## config.mk

```make
export PLATFORM = sky130hd
export DESIGN_NAME = nsa_front
export DESIGN_NICKNAME = d
export VERILOG_FILES = /design/src/hdl/nsa_pkg.sv /design/src/hdl/nsa_front.sv
export SDC_FILE = /design/constraint.sdc
export NUM_CORES = 1
export LEC_CHECK = 0
export ABC_AREA = 1
export BUFFER_PORTS_ARGS = -buffer_cell sky130_fd_sc_hd__buf_2
export CAP_MARGIN = 30
export CORE_UTILIZATION = 58
export CTS_CLUSTER_SIZE = 8
export DETAILED_ROUTE_END_ITERATION = 8
export PLACE_DENSITY = 0.82
export REMOVE_ABC_BUFFERS = 1
export SETUP_SLACK_MARGIN = 0.1
export SLEW_MARGIN = 25
export SYNTH_ARGS = -nofsm -noshare
export SYNTH_HDL_FRONTEND = slang
export SYNTH_SLANG_ARGS = --single-unit
```

## constraint.sdc

```tcl
create_clock -name clk_i -period 8.3 [get_ports clk_i]
set_clock_uncertainty 0.05 [all_clocks]
set_input_delay 2.075 -clock clk_i [delete_from_list [all_inputs] [get_ports clk_i]]
set_output_delay 2.075 -clock clk_i [all_outputs]
set_load 0.01 [all_outputs]
```

## src/hdl/nsa_pkg.sv

```systemverilog
// Shared types and constants for the nearest sloped area search block.
// No dependencies; the top level, front end, back end and bench import this package.
package nsa_pkg;

  localparam int unsigned CFG_IDX_W = 2;
  localparam int unsigned CFG_DAT_W = 32;
  localparam int unsigned QUEUE_DEPTH = 4;

  // configuration register indexes
  localparam logic [CFG_IDX_W-1:0] REG_AREA_COUNT = 2'd0;
  localparam logic [CFG_IDX_W-1:0] REG_MAX_DIST   = 2'd1;

  // input opcodes
  localparam logic [1:0] OP_WRITE = 2'd0;
  localparam logic [1:0] OP_EMPTY = 2'd1;
  localparam logic [1:0] OP_QUERY = 2'd2;

  // vector slots
  localparam logic [1:0] SLOT_CORNER_A = 2'd0;
  localparam logic [1:0] SLOT_CORNER_B = 2'd1;
  localparam logic [1:0] SLOT_CENTRE   = 2'd2;
  localparam logic [1:0] SLOT_NORMAL   = 2'd3;

  localparam logic [31:0] DIST_NONE = 32'hFFFF_FFFF;

  typedef struct packed {
    logic [1:0]         opcode;
    logic [9:0]         entry_index;
    logic [1:0]         vector_slot;
    logic signed [31:0] coord_x;
    logic signed [31:0] coord_y;
    logic signed [31:0] coord_z;
  } nsa_in_t;

  typedef struct packed {
    logic        found;
    logic [9:0]  area_index;
    logic [31:0] distance;
  } nsa_out_t;

  typedef enum logic [1:0] {
    KIND_WRITE,
    KIND_EMPTY,
    KIND_QUERY
  } nsa_kind_e;

  typedef struct packed {
    nsa_kind_e          kind;
    logic [9:0]         entry_index;
    logic [1:0]         vector_slot;
    logic signed [31:0] coord_x;
    logic signed [31:0] coord_y;
    logic signed [31:0] coord_z;
  } nsa_cmd_t;

  typedef enum logic [2:0] {
    ST_CLEAR,
    ST_IDLE,
    ST_SCAN,
    ST_DRAIN,
    ST_ROOT,
    ST_RESULT
  } nsa_state_e;

  function automatic logic signed [31:0] clamp_box(input logic signed [31:0] v,
                                                   input logic signed [31:0] a,
                                                   input logic signed [31:0] b);
    logic signed [31:0] lo;
    logic signed [31:0] hi;
    lo = (a < b) ? a : b;
    hi = (a > b) ? a : b;
    if (v < lo) begin
      return lo;
    end else if (v > hi) begin
      return hi;
    end
    return v;
  endfunction

  // difference saturated to +-(2^31 - 1)
  function automatic logic signed [31:0] sat_diff(input logic signed [31:0] a,
                                                  input logic signed [31:0] b);
    logic signed [32:0] d;
    d = {a[31], a} - {b[31], b};
    if (d > 33'sh0_7FFF_FFFF) begin
      return 32'sh7FFF_FFFF;
    end else if (d < -33'sh0_7FFF_FFFF) begin
      return -32'sh7FFF_FFFF;
    end
    return d[31:0];
  endfunction

  // magnitude of a - b, always fits 32 bits
  function automatic logic [31:0] abs_diff(input logic signed [31:0] a,
                                           input logic signed [31:0] b);
    logic signed [32:0] d;
    logic signed [32:0] m;
    d = {a[31], a} - {b[31], b};
    m = d[32] ? -d : d;
    return m[31:0];
  endfunction

endpackage

```

## src/hdl/nsa_front.sv

```systemverilog
// Front end: accepts input items, drops ones with no effect, queues commands.
// Depends on nsa_pkg.
module nsa_front #(
  parameter int unsigned MAX_AREAS = 1024
) (
  input  logic             clk_i,
  input  logic             rst_ni,
  input  logic             in_valid_i,
  output logic             in_stall_o,
  input  nsa_pkg::nsa_in_t in_item_i,
  output logic             cmd_valid_o,
  input  logic             cmd_pop_i,
  output nsa_pkg::nsa_cmd_t cmd_o
);
  import nsa_pkg::*;

  localparam int unsigned PW = $clog2(QUEUE_DEPTH);

  nsa_cmd_t         fifo_q [QUEUE_DEPTH];
  logic [PW-1:0]    wr_q, wr_d, rd_q, rd_d;
  logic [PW:0]      cnt_q, cnt_d;
  logic             accept, keep, push;
  logic             in_range;
  nsa_cmd_t         cmd;

  assign in_stall_o  = (cnt_q == (PW+1)'(QUEUE_DEPTH));
  assign accept      = in_valid_i && !in_stall_o;
  assign in_range    = (32'(in_item_i.entry_index) < 32'(MAX_AREAS));

  always_comb begin
    cmd.entry_index = in_item_i.entry_index;
    cmd.vector_slot = in_item_i.vector_slot;
    cmd.coord_x     = in_item_i.coord_x;
    cmd.coord_y     = in_item_i.coord_y;
    cmd.coord_z     = in_item_i.coord_z;
    cmd.kind        = KIND_QUERY;
    keep            = 1'b0;
    unique case (in_item_i.opcode)
      OP_WRITE: begin
        cmd.kind = KIND_WRITE;
        keep     = in_range;
      end
      OP_EMPTY: begin
        cmd.kind = KIND_EMPTY;
        keep     = in_range;
      end
      OP_QUERY: begin
        keep = 1'b1;
      end
      default: begin
        keep = 1'b0;
      end
    endcase
  end

  assign push        = accept && keep;
  assign cmd_valid_o = (cnt_q != '0);
  assign cmd_o       = fifo_q[rd_q];

  always_comb begin
    wr_d  = push ? wr_q + 1'b1 : wr_q;
    rd_d  = cmd_pop_i ? rd_q + 1'b1 : rd_q;
    cnt_d = cnt_q + (PW+1)'(push) - (PW+1)'(cmd_pop_i);
  end

  always_ff @(posedge clk_i or negedge rst_ni) begin
    if (!rst_ni) begin
      wr_q  <= '0;
      rd_q  <= '0;
      cnt_q <= '0;
    end else begin
      wr_q  <= wr_d;
      rd_q  <= rd_d;
      cnt_q <= cnt_d;
    end
  end

  always_ff @(posedge clk_i) begin
    if (push) begin
      fifo_q[wr_q] <= cmd;
    end
  end

endmodule

```

# == Word level (Yosys, flattened, before mapping) ==
# Memories as Yosys holds them, arrays and structs flattened.
# Index checks and enable logic that the tools add are counted.
# totals
output_inout_bits,112
memories,1
ram_bits,440
reg_bits,7
input_bits,114
# op_classes
reduce_logical,6
muxes,4
n_addsub,4
eq_ne,3
# mem_list
name,words,word_bits,read_ports,rd_ports_with_merged_regs,wr,line,text
fifo_q,4,110,1,0,1,nsa_front.sv:19,nsa_cmd_t fifo_q [QUEUE_DEPTH];
# ops
op,n
$add A2 B1 Y2 const B,2
$pmux W2 S2,1
$add A3 B1 Y3,1
$eq A3 B3 Y1 const B,1
$mux W1,3
$reduce_bool A3 Y1,1
$reduce_or A3 Y1,1
$sub A3 B1 Y3,1
$eq A2 B1 Y1 const B,1
$eq A2 B2 Y1 const B,1
$logic_and A1 B1 Y1,2
$logic_not A2 Y1,1
$logic_not A1 Y1,1

# == Logic depth before layout (Yosys ltp) ==
# depth
word_depth,6
mapped_depth,11
mapped_depth_nobuf,11

# == Least setup slack after synthesis ==
# OpenSTA, ideal clock, no wires.
# synth_timing
path_kind,input to register
start,input in_valid_i
end,memory fifo_q[0][0] (netlist bit) (enable)
cell_stages,4
setup_slack_ns,0.628
n_path_buf,0
t_arrival_ns,7.041
setup_ns,0.581
required_time_ns,7.669
path_cell_list,inv_1 > a21oi_1 > nand2_1 > nor2_1
# synth_via
elab_chain_len,4
# synth_lines
item,line,text
start: declaration,nsa_front.sv:8,"input logic in_valid_i,"
$logic_and A1 B1 Y1,nsa_front.sv:27,assign accept = in_valid_i && !in_stall_o;
$logic_and A1 B1 Y1,nsa_front.sv:56,assign push = accept && keep;
$mux W1,nsa_front.sv:79,if (push) begin
$mux W1 (implied by the code),nsa_front.sv:80,fifo_q[wr_q] <= cmd;
end: declaration,nsa_front.sv:19,
# No other way between the ends.

==> flow_summary_export.csv <==
group,metric,value,unit
setup_path,worst-endpoint-arrival,3.01,ns
pwr,leakage,8.34,nW
drt,drt_wl_total,34500,microns
worst_hold_path,hp-class,"reg -> reg",
yosys,syn_area,0.0178,sq mm
yosys,ys_seq_area_frac,0.753,
timing,setup_viol,0,
clock_network,cts_max_path_buffers,3,
yosys,synth_top_area_frac,0.743,
placed_design,dp_hpwl,19400,microns
die,fp-row-count,63,
finish,fin_area,0.0208,sq mm
yosys,synth_top_area_cell,"edfxtp_1",
drt,via_per_inst,5.37,
clock_network,clkTransAtPathRegs,0.05,ns
clock_network,holdBufCountCts,0,
timing,slew_violations,0,
global_route,track_usage,0.220,
setup_path,startpoint_type,"register",
die,chipWidth,177,microns
run_status,status,"finished clean",
setup_path,path_class,"reg -> out",
drt,vias,10700,
placed_design,preCtsSetupSlack,3.35,ns
placed_design,gp_congestion,0.747,
clock_network,clock_latency,0.56,ns
finish,final_core_util,0.696,
clock_network,post_cts_resized,0,
clock_network,cts_num_sinks,447,
global_route,grt_first_pass_wirelength,53100,microns
yosys,syn_avg_cell_area,13.3,sq um
clock_network,cts_setup_buffers,0,
clock_network,cts_buffers,61,
drt,drt_iter0_drc,883,
timing,fin_crit_sh,0.619,
yosys,ys_warn_count,0,
global_route,grt.overflow.total,0,
clock_network,cts.htree.levels,2,
timing,slew_headroom,0.153,
die,die-height,177,microns
global_route,grt_max_degree,239,
clock_network,clock-root-buffer,"clkbuf_16",
global_route,antenna_found_initial,7,
timing,min_period,5.13,ns
finish,finalNetCount,1688,
setup_path,r2r_cells,5,
drt,post_drt_wl_per_cell,17.4,microns
timing,clock.fmax,0.195,GHz
yosys,netlist_instances,1339,
setup_path,crit_path_end_kind,"output port",
pwr,powerDensity,359,mW/mm^2
die,pin_count,226,
placed_design,numPortBuffers,225,
finish,areaGrowthSynthToFinish,16.9,%
yosys,ys_types,19,
drt,first_pass_iters,8,
clock_network,cts_tree,"built",
global_route,grt_pass1_vias,10600,
pwr,ir_drop,291,uV
timing,setup_slack,3.17,ns
die,coreArea,0.0299,sq mm
finish,drive_gt1_frac,0.195,
drt,drc_errors,0,
timing,hold_violations,0,
yosys,yosys_register_bits,447,
yosys,yosys-top-cells-area,"edfxtp_1 (74%), inv_1 (5.0%), nand2_1 (4.9%)",
die,die_area,0.0314,sq mm
setup_path,crit_required,6.18,ns
setup_path,cp_max_fo,238,
timing,rsz0062_at_grt,"false",
flow_run,maxCapViolations,0,
placed_design,placed_area,0.0191,sq mm
drt,ant_nets,0,
worst_hold_path,hold_path_depth,1,
die,initial_core_util,0.595,
timing,tightest_slew,1.27,ns
[state kept, by name, indices dropped and copies added (netlist names)]
name / count
fifo_q: 440
rd_q: 2
wr_q: 2
cnt_q: 3
[cell usage after synthesis]
cell	instances
edfxtp_1	440
inv_1	236
nand2_1	231
a21oi_1	111
o211ai_1	110
o21ai_0	57
o21ai_1	53
buf_2	28
buf_6	24
buf_4	12
clkbuf_2	8
dfrtp_1	7
ha_1	6
nand3_1	5
nor2_1	5
clkbuf_1	3
fa_1	1
xnor2_1	1
xor2_1	1
[cell type report]
type                       instances  area [sq um]
clock buffer                      88          1670
fill                            1980          9090
inverter                         236           886
sequential                       447         13400
clock inverter                     1          8.76
antenna                            7          17.5
multi-input combinational        581          2990
timing repair buffer             240          1340
tap                              390           488
[critical path: stages (launching register included)]
cell and delay [ns]:
dfrtp_4 0.95, buf_12 0.53, a21oi_1 0.18, o21ai_0 0.14, nand2_1 0.09, buf_2 0.15
[routing by layer]
layer	GRT usage	routed length (microns)
met5	0	27
met4	0.0790	754
met3	0.0455	2530
met2	0.378	17500
met1	0.275	13700
[worst paths after layout]
check	startpoint	to	slack, ns
setup / recovery	rd_q[0]	cmd_o[58]	3.17
hold / removal	cnt_q[0]	cnt_q[0]	0.47
setup reg to reg	cnt_q[1]	fifo_q[0][105]	5.31
hold reg to reg	cnt_q[0]	cnt_q[0]	0.47
max in group asynchronous	rst_ni	rd_q[1]	6.71
min in group asynchronous	rst_ni	rd_q[0]	1.29
[cell usage in the layout, fill, tap and decap left out, drive strengths merged]
cell type / instances
xor2: 1
dfrtp: 7
nand2: 231
clkbuf: 88
fa: 1
ha: 6
a21oi: 111
edfxtp: 440
diode: 7
o211ai: 110
buf: 240
nand3: 5
xnor2: 1
o21ai: 110
nor2: 5
inv: 237
[cells by family (layout without fill, tap and decap cells)]
group	after synthesis	after routing	synth area share
compound gates	331	331	0.109
xor+xnor	2	2	0.000985
fa+ha+maj	7	7	0.00535
buf+inv	311	565	0.0809
flops	447	447	0.753
other cells	0	7	0
simple gates	241	241	0.0512
[metrics by stage]
stage                     setup TNS (ns)  hold slack (ns)  total power [W]  cells
after floorplan                  -136.99            0.428          0.00460   1264
after global placement                 0            0.448          0.00518   1890
after detailed placement               0            0.456          0.00529   1893
after CTS                              0            0.479          0.00751   1982
after global routing                   0            0.500          0.00786   1987
final                                  0            0.472          0.00745   1990
[where the power goes]
group / switching, W / internal, W
Sequential: 0.000137 / 0.00286
Combinational: 0.00150 / 0.000768
Clock: 0.000833 / 0.00136
Total: 0.00247 / 0.00499
No activity file was read; power rests on OpenSTA's default activity.
